File: config.mk
export PLATFORM = sky130hd
export DESIGN_NAME = dual_esc_throttle_ramp_flat
export DESIGN_NICKNAME = d
export VERILOG_FILES = /design/src/rtl/dtr_pkg.sv /design/src/rtl/dtr_if.sv /design/src/rtl/dtr_ctrl.sv /design/src/rtl/dtr_chan.sv /design/src/rtl/dtr_pulse.sv /design/src/rtl/dtr_dpath.sv /design/src/rtl/dual_esc_throttle_ramp.sv /design/src/flat_wrapper.sv
export VERILOG_INCLUDE_DIRS = /design/src /design/src/rtl
export SDC_FILE = /design/constraint.sdc
export NUM_CORES = 2
export LEC_CHECK = 0
export BUFFER_PORTS_ARGS = -buffer_cell sky130_fd_sc_hd__buf_2
export CAP_MARGIN = 10
export CORE_ASPECT_RATIO = 0.7
export CORE_UTILIZATION = 50
export DETAILED_ROUTE_END_ITERATION = 10
export PLACE_DENSITY_LB_ADDON = 0.15
export RECOVER_POWER = 25
export SYNTH_ARGS = -nofsm -noshare
export SYNTH_HDL_FRONTEND = slang
export SYNTH_SLANG_ARGS = --single-unit
File: constraint.sdc
create_clock -name clk -period 12.2 [get_ports clk]
set_input_delay 2.44 -clock clk [delete_from_list [all_inputs] [get_ports clk]]
set_output_delay 2.44 -clock clk [all_outputs]
set_load 0.05 [all_outputs]
File: src/rtl/dual_esc_throttle_ramp_assert.svh
// Assertion macros for the dual ESC throttle ramp block.
// Needs clk and rst in the scope of each use; define ASSERT_OFF to drop them.
`ifndef DUAL_ESC_THROTTLE_RAMP_ASSERT_SVH
`define DUAL_ESC_THROTTLE_RAMP_ASSERT_SVH
`ifndef ASSERT_OFF
// Check on every clock edge outside reset.
`define DTR_ASSERT_RUN(lbl, prop, msg) \
  lbl: assert property (@(posedge clk) disable iff (rst) prop) else $error(msg);
// Check on every clock edge, reset included.
`define DTR_ASSERT_ALL(lbl, prop, msg) \
  lbl: assert property (@(posedge clk) prop) else $error(msg);
`else
`define DTR_ASSERT_RUN(lbl, prop, msg)
`define DTR_ASSERT_ALL(lbl, prop, msg)
`endif
`endif

File: src/rtl/dtr_pkg.sv
// Shared types and constants of the dual ESC throttle ramp block.
// No dependencies; the files that use it take names from here by scope.
package dtr_pkg;

  // Request command codes
  localparam logic [1:0] CMD_TICK  = 2'd0;
  localparam logic [1:0] CMD_BOTH  = 2'd1;
  localparam logic [1:0] CMD_LEFT  = 2'd2;
  localparam logic [1:0] CMD_RIGHT = 2'd3;

  // Configuration register indexes
  localparam int unsigned CFG_IDX_W  = 2;
  localparam int unsigned CFG_DATA_W = 20;
  localparam logic [CFG_IDX_W-1:0] REG_MIN_US     = 2'd0;
  localparam logic [CFG_IDX_W-1:0] REG_MAX_US     = 2'd1;
  localparam logic [CFG_IDX_W-1:0] REG_ACCEL_RATE = 2'd2;

  localparam logic [15:0] MIN_US_RESET     = 16'd1000;
  localparam logic [15:0] MAX_US_RESET     = 16'd2000;
  localparam logic [19:0] ACCEL_RATE_RESET = 20'd0;

  // Level and goal scaling
  localparam logic [23:0] LEVEL_FULL = 24'd10000000;
  localparam logic [23:0] GOAL_SCALE = 24'd1000;
  localparam logic signed [15:0] PCT_FULL = 16'sd10000;
  localparam logic [13:0] GOAL_FULL = 14'd10000;

  // Pulse mapping: q = floor((span*level + 5e6 + 65536e7) / 1e7), less 65536.
  // 1e7 = 128 * 78125: shift out 7 bits, then divide by 78125 through a
  // reciprocal estimate and a remainder correction.
  localparam logic signed [41:0] PULSE_BIAS = 42'sd655365000000;
  localparam logic [23:0]        PULSE_RECIP = 24'd14073748;  // floor(2^40 / 78125)
  localparam logic [16:0]        PULSE_DIV   = 17'd78125;
  localparam logic signed [18:0] Q_BIAS      = 19'sd65536;

  // Controller to datapath commands
  typedef struct packed {
    logic load_in;    // latch the accepted request
    logic calc_step;  // register accel_rate * elapsed_ms
    logic apply;      // update channel state
    logic pulse_sel;  // 0 feeds the left level into the pulse pipe, 1 the right
    logic cap_left;   // capture the left pulse width
    logic cap_right;  // capture the right pulse width
    logic load_out;   // load the result register
  } ctrl_cmd_t;

  typedef struct packed {
    logic set;
    logic tick;
  } chan_cmd_t;

endpackage

File: src/rtl/dtr_if.sv
// Request and result channel interfaces of the dual ESC throttle ramp block.
// Plain valid/ready handshake; no dependencies.
interface dtr_in_if;
  logic               valid;
  logic               ready;
  logic [1:0]         cmd;
  logic signed [15:0] percent;
  logic [31:0]        hold_ms;
  logic               ramp;
  logic [15:0]        elapsed_ms;

  modport source (output valid, cmd, percent, hold_ms, ramp, elapsed_ms, input ready);
  modport sink   (input valid, cmd, percent, hold_ms, ramp, elapsed_ms, output ready);
endinterface

interface dtr_out_if;
  logic        valid;
  logic        ready;
  logic [15:0] left_us;
  logic [15:0] right_us;
  logic [23:0] left_level;
  logic [23:0] right_level;
  logic        motors_off;

  modport source (output valid, left_us, right_us, left_level, right_level, motors_off,
                  input ready);
  modport sink   (input valid, left_us, right_us, left_level, right_level, motors_off,
                  output ready);
endinterface

File: src/rtl/dtr_ctrl.sv
// Sequencing controller of the dual ESC throttle ramp block.
// Depends on dtr_pkg for the command struct.
module dtr_ctrl (
  input  logic               clk,
  input  logic               rst,
  input  logic               in_valid,
  output logic               in_ready,
  output logic               out_valid,
  input  logic               out_ready,
  output dtr_pkg::ctrl_cmd_t cmd
);

  localparam logic [2:0] S_IDLE  = 3'd0;
  localparam logic [2:0] S_STEP  = 3'd1;
  localparam logic [2:0] S_APPLY = 3'd2;
  localparam logic [2:0] S_PULSE = 3'd3;
  localparam logic [2:0] S_OUT   = 3'd4;

  localparam logic [2:0] CNT_CAP_L = 3'd5;
  localparam logic [2:0] CNT_CAP_R = 3'd6;

  logic [2:0] state, state_next;
  logic [2:0] cnt, cnt_next;
  logic       out_free;

  assign in_ready = (state == S_IDLE);
  assign out_free = !out_valid || out_ready;

  always_comb begin
    state_next = state;
    cnt_next   = cnt;
    cmd        = '0;
    case (state)
      S_IDLE: begin
        if (in_valid) begin
          cmd.load_in = 1'b1;
          state_next  = S_STEP;
        end
      end
      S_STEP: begin
        cmd.calc_step = 1'b1;
        state_next    = S_APPLY;
      end
      S_APPLY: begin
        cmd.apply  = 1'b1;
        cnt_next   = '0;
        state_next = S_PULSE;
      end
      S_PULSE: begin
        cmd.pulse_sel = (cnt == 3'd1);
        cmd.cap_left  = (cnt == CNT_CAP_L);
        cmd.cap_right = (cnt == CNT_CAP_R);
        cnt_next      = cnt + 3'd1;
        if (cnt == CNT_CAP_R) state_next = S_OUT;
      end
      S_OUT: begin
        // hold until the result register is free
        if (out_free) begin
          cmd.load_out = 1'b1;
          state_next   = S_IDLE;
        end
      end
      default: state_next = S_IDLE;
    endcase
  end

  always_ff @(posedge clk) begin
    if (rst) begin
      state     <= S_IDLE;
      cnt       <= '0;
      out_valid <= 1'b0;
    end else begin
      state <= state_next;
      cnt   <= cnt_next;
      if (cmd.load_out) out_valid <= 1'b1;
      else if (out_ready) out_valid <= 1'b0;
    end
  end

endmodule

File: src/rtl/dtr_chan.sv
// One throttle channel: level, goal and hold timer with their update logic.
// Depends on dtr_pkg for the channel command and scaling constants.
module dtr_chan (
  input  logic               clk,
  input  logic               rst,
  input  dtr_pkg::chan_cmd_t cmd,
  input  logic [13:0]        goal_in,
  input  logic [31:0]        hold_in,
  input  logic               ramp_in,
  input  logic [15:0]        elapsed,
  input  logic               accel_zero,
  input  logic [35:0]        step,
  output logic [23:0]        level
);

  logic [23:0] now;
  logic [13:0] goal;
  logic [31:0] hold_remaining;
  logic        hold_active;

  logic        expire;
  logic [13:0] goal_eff;
  logic [23:0] tgt, set_lvl, diff, moved;
  logic        up, reach;

  assign level = now;

  always_comb begin
    expire   = hold_active && ({16'b0, elapsed} >= hold_remaining);
    goal_eff = expire ? '0 : goal;
    tgt      = {10'b0, goal_eff} * dtr_pkg::GOAL_SCALE;
    set_lvl  = {10'b0, goal_in} * dtr_pkg::GOAL_SCALE;
    up       = (tgt >= now);
    diff     = up ? (tgt - now) : (now - tgt);
    reach    = ({12'b0, diff} <= step);
    // a step short of the target stays below 2^24, so its low bits suffice
    if (reach)   moved = tgt;
    else if (up) moved = now + step[23:0];
    else         moved = now - step[23:0];
  end

  always_ff @(posedge clk) begin
    if (rst) begin
      now            <= '0;
      goal           <= '0;
      hold_remaining <= '0;
      hold_active    <= 1'b0;
    end else if (cmd.set) begin
      goal           <= goal_in;
      hold_active    <= (hold_in != '0);
      hold_remaining <= hold_in;
      if (!ramp_in) now <= set_lvl;
    end else if (cmd.tick) begin
      if (hold_active) begin
        if (expire) begin
          hold_active    <= 1'b0;
          hold_remaining <= '0;
          goal           <= '0;
        end else begin
          hold_remaining <= hold_remaining - {16'b0, elapsed};
        end
      end
      if (elapsed != '0) now <= accel_zero ? tgt : moved;
    end
  end

endmodule

File: src/rtl/dtr_pulse.sv
// Five-stage pipeline mapping a level to a rounded, clamped pulse width.
// Depends on dtr_pkg for the division constants.
module dtr_pulse (
  input  logic        clk,
  input  logic [23:0] level,
  input  logic [15:0] min_us,
  input  logic [15:0] max_us,
  output logic [15:0] us
);

  logic signed [16:0] span;
  logic signed [41:0] prod;
  logic signed [41:0] num;
  logic [33:0]        y2, y3, y4;
  logic [41:0]        m3;
  logic [17:0]        qe4, q5;
  logic [34:0]        qm4, rem;
  logic signed [18:0] sum, lo;

  assign span = $signed({1'b0, max_us}) - $signed({1'b0, min_us});
  assign num  = prod + dtr_pkg::PULSE_BIAS;
  assign rem  = {1'b0, y4} - qm4;

  always_ff @(posedge clk) begin
    prod <= 42'(span * $signed({1'b0, level}));
    // biased numerator is nonnegative and below 2^41; drop the factor of 128
    y2   <= num[40:7];
    m3   <= 42'(y2[33:16]) * 42'(dtr_pkg::PULSE_RECIP);
    y3   <= y2;
    qe4  <= m3[41:24];
    qm4  <= 35'(m3[41:24]) * 35'(dtr_pkg::PULSE_DIV);
    y4   <= y3;
    // estimate falls short by at most two
    q5   <= qe4 + 18'(rem >= 35'(dtr_pkg::PULSE_DIV))
                + 18'(rem >= (35'(dtr_pkg::PULSE_DIV) << 1));
  end

  always_comb begin
    sum = $signed({3'b0, min_us}) + $signed({1'b0, q5}) - dtr_pkg::Q_BIAS;
    // clamp up to min first, then down to max
    lo  = (sum < $signed({3'b0, min_us})) ? $signed({3'b0, min_us}) : sum;
    if (lo > $signed({3'b0, max_us})) us = max_us;
    else                              us = lo[15:0];
  end

endmodule

File: src/rtl/dtr_dpath.sv
// Datapath: configuration, request register, step multiplier, two channels,
// shared pulse pipeline and the result register. Uses dtr_pkg, dtr_chan, dtr_pulse.
module dtr_dpath (
  input  logic                             clk,
  input  logic                             rst,
  input  dtr_pkg::ctrl_cmd_t               cmd,
  input  logic                             cfg_we,
  input  logic [dtr_pkg::CFG_IDX_W-1:0]    cfg_index,
  input  logic [dtr_pkg::CFG_DATA_W-1:0]   cfg_data,
  input  logic [1:0]                       in_cmd,
  input  logic signed [15:0]               in_percent,
  input  logic [31:0]                      in_hold_ms,
  input  logic                             in_ramp,
  input  logic [15:0]                      in_elapsed_ms,
  output logic [15:0]                      left_us,
  output logic [15:0]                      right_us,
  output logic [23:0]                      left_level,
  output logic [23:0]                      right_level,
  output logic                             motors_off
);

  logic [15:0] min_us, max_us;
  logic [19:0] accel_rate;

  logic [1:0]  cmd_r;
  logic [13:0] goal_r, goal_clamp;
  logic [31:0] hold_r;
  logic        ramp_r;
  logic [15:0] elapsed_r;
  logic [35:0] step_r;

  dtr_pkg::chan_cmd_t lcmd, rcmd;
  logic [23:0] lnow, rnow, plevel;
  logic [15:0] pus, lus_r, rus_r;

  always_ff @(posedge clk) begin
    if (rst) begin
      min_us     <= dtr_pkg::MIN_US_RESET;
      max_us     <= dtr_pkg::MAX_US_RESET;
      accel_rate <= dtr_pkg::ACCEL_RATE_RESET;
    end else if (cfg_we) begin
      case (cfg_index)
        dtr_pkg::REG_MIN_US:     min_us     <= cfg_data[15:0];
        dtr_pkg::REG_MAX_US:     max_us     <= cfg_data[15:0];
        dtr_pkg::REG_ACCEL_RATE: accel_rate <= cfg_data;
        default: ;
      endcase
    end
  end

  always_comb begin
    if (in_percent < 16'sd0)                  goal_clamp = '0;
    else if (in_percent > dtr_pkg::PCT_FULL)  goal_clamp = dtr_pkg::GOAL_FULL;
    else                                      goal_clamp = in_percent[13:0];
  end

  always_ff @(posedge clk) begin
    if (cmd.load_in) begin
      cmd_r     <= in_cmd;
      goal_r    <= goal_clamp;
      hold_r    <= in_hold_ms;
      ramp_r    <= in_ramp;
      elapsed_r <= in_elapsed_ms;
    end
    if (cmd.calc_step) step_r <= 36'(accel_rate) * 36'(elapsed_r);
  end

  always_comb begin
    lcmd.tick = cmd.apply && (cmd_r == dtr_pkg::CMD_TICK);
    rcmd.tick = lcmd.tick;
    lcmd.set  = cmd.apply && (cmd_r == dtr_pkg::CMD_BOTH || cmd_r == dtr_pkg::CMD_LEFT);
    rcmd.set  = cmd.apply && (cmd_r == dtr_pkg::CMD_BOTH || cmd_r == dtr_pkg::CMD_RIGHT);
  end

  dtr_chan u_left (
    .clk, .rst, .cmd(lcmd), .goal_in(goal_r), .hold_in(hold_r), .ramp_in(ramp_r),
    .elapsed(elapsed_r), .accel_zero(accel_rate == '0), .step(step_r), .level(lnow)
  );

  dtr_chan u_right (
    .clk, .rst, .cmd(rcmd), .goal_in(goal_r), .hold_in(hold_r), .ramp_in(ramp_r),
    .elapsed(elapsed_r), .accel_zero(accel_rate == '0), .step(step_r), .level(rnow)
  );

  assign plevel = cmd.pulse_sel ? rnow : lnow;

  dtr_pulse u_pulse (
    .clk, .level(plevel), .min_us, .max_us, .us(pus)
  );

  always_ff @(posedge clk) begin
    if (cmd.cap_left)  lus_r <= pus;
    if (cmd.cap_right) rus_r <= pus;
    if (cmd.load_out) begin
      left_us     <= lus_r;
      right_us    <= rus_r;
      left_level  <= lnow;
      right_level <= rnow;
      motors_off  <= (lnow == '0) && (rnow == '0);
    end
  end

endmodule

File: src/rtl/dual_esc_throttle_ramp.sv
// Dual ESC throttle ramp top level: controller, datapath and assertions.
// Uses dtr_pkg, dtr_if, dtr_ctrl, dtr_dpath and dual_esc_throttle_ramp_assert.svh.
//
// Usage: requests arrive on the items channel (valid/ready). cmd selects a tick
// (elapsed_ms moves both levels toward their goals and runs the hold timers) or
// a set of both, left or right channel (percent, hold_ms, ramp). Every request
// yields exactly one result on the results channel: both pulse widths, both
// levels and motors_off.
// Configuration: cfg_we writes cfg_data into register cfg_index (0 min_us,
// 1 max_us, 2 accel_rate); other indexes are ignored. Write only while idle.
// Sequence: each request passes through latch, step multiply, state update, a
// five-stage pulse pipeline shared by both channels (the left level enters it
// first, then the right), then the result load. No new request is accepted
// until the current one has reached its result load.
// A result waiting in the output register does not block the next request; only
// the result load of that next request waits until the receiver takes the old one.
// Reset: synchronous, active high; levels, goals and hold timers clear, the
// configuration returns to 1000 / 2000 / 0 and no result is pending.
`include "dual_esc_throttle_ramp_assert.svh"
module dual_esc_throttle_ramp (
  input  logic                            clk,
  input  logic                            rst,
  input  logic                            cfg_we,
  input  logic [dtr_pkg::CFG_IDX_W-1:0]   cfg_index,
  input  logic [dtr_pkg::CFG_DATA_W-1:0]  cfg_data,
  dtr_in_if.sink                          items,
  dtr_out_if.source                       results
);

  dtr_pkg::ctrl_cmd_t ctl_cmd;

  // sequence each request: latch, multiply, update, pulse, load
  dtr_ctrl u_ctrl (
    .clk,
    .rst,
    .in_valid  (items.valid),
    .in_ready  (items.ready),
    .out_valid (results.valid),
    .out_ready (results.ready),
    .cmd       (ctl_cmd)
  );

  // hold state and compute results under controller commands
  dtr_dpath u_dpath (
    .clk,
    .rst,
    .cmd           (ctl_cmd),
    .cfg_we,
    .cfg_index,
    .cfg_data,
    .in_cmd        (items.cmd),
    .in_percent    (items.percent),
    .in_hold_ms    (items.hold_ms),
    .in_ramp       (items.ramp),
    .in_elapsed_ms (items.elapsed_ms),
    .left_us       (results.left_us),
    .right_us      (results.right_us),
    .left_level    (results.left_level),
    .right_level   (results.right_level),
    .motors_off    (results.motors_off)
  );

  // a pending result is never overwritten
  `DTR_ASSERT_RUN(a_no_overwrite, ctl_cmd.load_out |-> !(results.valid && !results.ready), "result overwritten while pending")
  // one request at a time
  `DTR_ASSERT_RUN(a_one_at_a_time, (items.valid && items.ready) |=> !items.ready, "request accepted while busy")
  // levels stay within full throttle
  `DTR_ASSERT_RUN(a_level_range, results.valid |-> (results.left_level <= dtr_pkg::LEVEL_FULL && results.right_level <= dtr_pkg::LEVEL_FULL), "level above full throttle")
  // reset drops any pending result
  `DTR_ASSERT_ALL(a_reset_clear, rst |=> !results.valid, "result valid after reset")

endmodule

File: src/flat_wrapper.sv
// flat-port wrapper written by rule: the top's interface ports become plain ports
module dual_esc_throttle_ramp_flat 
  (clk, rst, cfg_we, cfg_index, cfg_data, items_valid, items_cmd, items_percent, items_hold_ms, items_ramp, items_elapsed_ms, items_ready, results_valid, results_left_us, results_right_us, results_left_level, results_right_level, results_motors_off, results_ready);
  dtr_in_if items_i ();
  dtr_out_if results_i ();
  input  logic clk;
  input  logic rst;
  input  logic cfg_we;
  input  logic [dtr_pkg::CFG_IDX_W-1:0] cfg_index;
  input  logic [dtr_pkg::CFG_DATA_W-1:0] cfg_data;
  input wire logic [$bits(items_i.valid)-1:0] items_valid;
  input wire logic [$bits(items_i.cmd)-1:0] items_cmd;
  input wire logic [$bits(items_i.percent)-1:0] items_percent;
  input wire logic [$bits(items_i.hold_ms)-1:0] items_hold_ms;
  input wire logic [$bits(items_i.ramp)-1:0] items_ramp;
  input wire logic [$bits(items_i.elapsed_ms)-1:0] items_elapsed_ms;
  output wire logic [$bits(items_i.ready)-1:0] items_ready;
  output wire logic [$bits(results_i.valid)-1:0] results_valid;
  output wire logic [$bits(results_i.left_us)-1:0] results_left_us;
  output wire logic [$bits(results_i.right_us)-1:0] results_right_us;
  output wire logic [$bits(results_i.left_level)-1:0] results_left_level;
  output wire logic [$bits(results_i.right_level)-1:0] results_right_level;
  output wire logic [$bits(results_i.motors_off)-1:0] results_motors_off;
  input wire logic [$bits(results_i.ready)-1:0] results_ready;
  assign items_i.valid = items_valid;
  assign items_i.cmd = items_cmd;
  assign items_i.percent = items_percent;
  assign items_i.hold_ms = items_hold_ms;
  assign items_i.ramp = items_ramp;
  assign items_i.elapsed_ms = items_elapsed_ms;
  assign items_ready = items_i.ready;
  assign results_valid = results_i.valid;
  assign results_left_us = results_i.left_us;
  assign results_right_us = results_i.right_us;
  assign results_left_level = results_i.left_level;
  assign results_right_level = results_i.right_level;
  assign results_motors_off = results_i.motors_off;
  assign results_i.ready = results_ready;
  dual_esc_throttle_ramp u_core (.clk(clk), .rst(rst), .cfg_we(cfg_we), .cfg_index(cfg_index), .cfg_data(cfg_data), .items(items_i), .results(results_i));
endmodule
==> flow_summary.yaml <==
run_status:
  status: "finished with violations"
  violations: "capacitance limit, slew limit"
floorplanning:
  row_count: 119
  ios: 177
  core-area_sq_um: 151000
  die_h_um: 329
  die_w_um: 469
  dieArea_sq_um: 154000
  initial_core_util: 0.505
finish:
  area_growth_syn_to_layout_pct: 9.14
  fin_nets: 10600
  drive_gt1_frac: 0.0738
critical_path:
  worstPathMaxFanout: 7
  cp_top_family: "simple AND/OR/NAND/NOR gates"
  crit_path_start_kind: "flop"
  crit_path_top_delay_cell: "or4_1"
  worstPathRequired_ns: 12.77
  arrival_ns: 12.22
  path_class: "reg2reg"
  critPathCaptureType: "flop"
  max_stage_delay_ns: 0.55
  critPathBufInv: 7
routing:
  drc: 0
  routed-via-count: 60100
  totalWireLength_um: 235000
  dr.pass1.iters: 9
  ant_nets: 0
  via_per_inst: 5.67
  wl_per_cell_um: 22.2
  drt_iter0_markers: 5960
yosys:
  synth_top_area_cell: "fa_1"
  synth-seq-cells: 639
  async_flop_share: 0
  netlist_area_sq_um: 76300
  syn-num-nets: 10400
  synth_area_leaders: "fa_1, ha_1, dfxtp_1"
  synth_top_area_frac: 0.253
  avgSynthCellArea_sq_um: 9.18
  synth_common_cells: "inv_1, ha_1, fa_1"
  yosysWarnings: 0
  synth_most_common_cell: "inv_1"
  seq_area_frac_synth: 0.196
  synth_ff_type: "dfxtp_1"
  synthCells: 8311
  synth-edff-count: 214
  synth_cell_types: 84
placement:
  routabilityCongestion: 0.987
  port-buffer-count: 176
  dp_hpwl_um: 193000
timing:
  slew_violations: 14
  min_period_ns: 11.65
  finalCritPeriodShare: 0.955
  hold_violations: 0
  timing.hold.ws_ns: 0.304
  setup_viol: 0
  slew_headroom: -0.377
  fin_skew_ns: 0.0333
  worst_slew_pin_slew_ns: 2.06
  fmax_mhz: 85.8
grt:
  grt_pass1_vias: 58800
  grt_pass1_wl_um: 360000
  grt_use_total: 0.308
  grt_max_degree: 76
  antenna_found_initial: 11
  overflow: 0
clocking:
  htreeDepth: 3
  root_buffer: "clkbuf_16"
  worstSkewPairLatency_ns: 0.70
  ctsHoldBuffers: 0
  clk_pin_slew_ns: 0.06
  cts_buffer_depth: 3
  cts_sinks: 639
  cts_buffers: 72
  tritoncts: "built"
flow_run:
  maxCapViolCount: 1
worst_hold_path:
  hold_path.class: "reg2reg"
==> metrics by stage <==
stage                     setup TNS, ns  cell area [sq um]  setup slack, ns  instances   util
final                                 0              83300            0.549      10600  0.552
after global placement                0              80700            0.231      10500  0.534
after floorplan                       0              76300            0.199       8311      -
after CTS                             0              83100           0.0367      10600  0.550
after global routing            -0.0751              83300          -0.0396      10600  0.552
after detailed placement              0              80700           0.0122      10500  0.534
==> path summary, 6_finish.rpt <==
check        slack, ns                                            end                                                    from  cells after the start
max               0.55  u_core.u_dpath.u_right.level[19]$_SDFFE_PP0P_  u_core.u_dpath.u_right.hold_remaining[18]$_SDFFE_PP0P_                     47
min               0.30           u_core.u_dpath.u_pulse.y4[1]$_DFF_P_                    u_core.u_dpath.u_pulse.y3[1]$_DFF_P_                      0
max reg2reg       0.55  u_core.u_dpath.u_right.level[19]$_SDFFE_PP0P_  u_core.u_dpath.u_right.hold_remaining[18]$_SDFFE_PP0P_                     47
min reg2reg       0.30           u_core.u_dpath.u_pulse.y4[1]$_DFF_P_                    u_core.u_dpath.u_pulse.y3[1]$_DFF_P_                      0
==> per-layer routing <==
metal  GRT usage  part of all wire  vias to the layer above
li1            -                 -                    27700
met1       0.488              0.49                    29800
met2       0.410              0.38                     2312
met3      0.0857              0.11                      252
met4      0.0597             0.019                        0
met5           0                 0                        -
==> cell type report <==
| type | count | area [sq um] |
|---|---|---|
| well taps | 1996 | 2500 |
| fillers | 13900 | 67700 |
| flip-flops and latches | 639 | 14900 |
| repair buffers | 412 | 2630 |
| clock inverters | 41 | 440 |
| inverters | 1447 | 5430 |
| multi-input cells | 5967 | 55400 |
| clock buffers | 89 | 1950 |
| diodes | 4 | 10.0 |
==> timing repair <==
item	4_1_cts	5_1_grt
endpoints found under the setup margin	1	48
pin swaps	0	11
endpoints found under the hold margin	0	0
cloned	0	2
buffers inserted	0	8
resized for setup	2	57
==> state kept, by name, summed over array words and instances (netlist names), 32 cells and up <==
| name | count |
|---|---|
| u_core.u_dpath.hold_r | 32 |
| u_core.u_dpath.step_r | 36 |
| u_core.u_dpath.u_left.hold_remaining | 32 |
| u_core.u_dpath.u_pulse.prod | 35 |
| u_core.u_dpath.u_pulse.qm4 | 33 |
| u_core.u_dpath.u_pulse.y2 | 34 |
| u_core.u_dpath.u_pulse.y3 | 34 |
| u_core.u_dpath.u_pulse.y4 | 34 |
| u_core.u_dpath.u_right.hold_remaining | 32 |
==> placed cells by master (no fill, tap or decap), drive strengths merged, types with 52 or more instances in the layout <==
master,count
nand3,83
clkbuf,115
o21a,54
xnor2,298
nor2b,79
nand4,73
nor3,87
a22oi,64
edfxtp,214
xor2,121
and2,186
a21o,146
nor2,563
dfxtp,425
o21ai,215
a31oi,52
fa,964
nand2b,57
inv,1455
nand2,838
ha,1012
buf,386
a21oi,434
==> cells by family after synthesis <==
family	count (synthesis)	share of synthesized area
flip-flops	639	0.196
XOR/XNOR	419	0.0481
AO/OA/AOI/OAI	1330	0.112
AND/OR/NAND/NOR	2175	0.132
multiplexers	67	0.00928
buffers and inverters	1705	0.0840
adder cells (fa/ha/maj)	1976	0.419
Power is not shown: default switching activity piles up to over one toggle a cycle in this logic, so the estimate is an artifact.
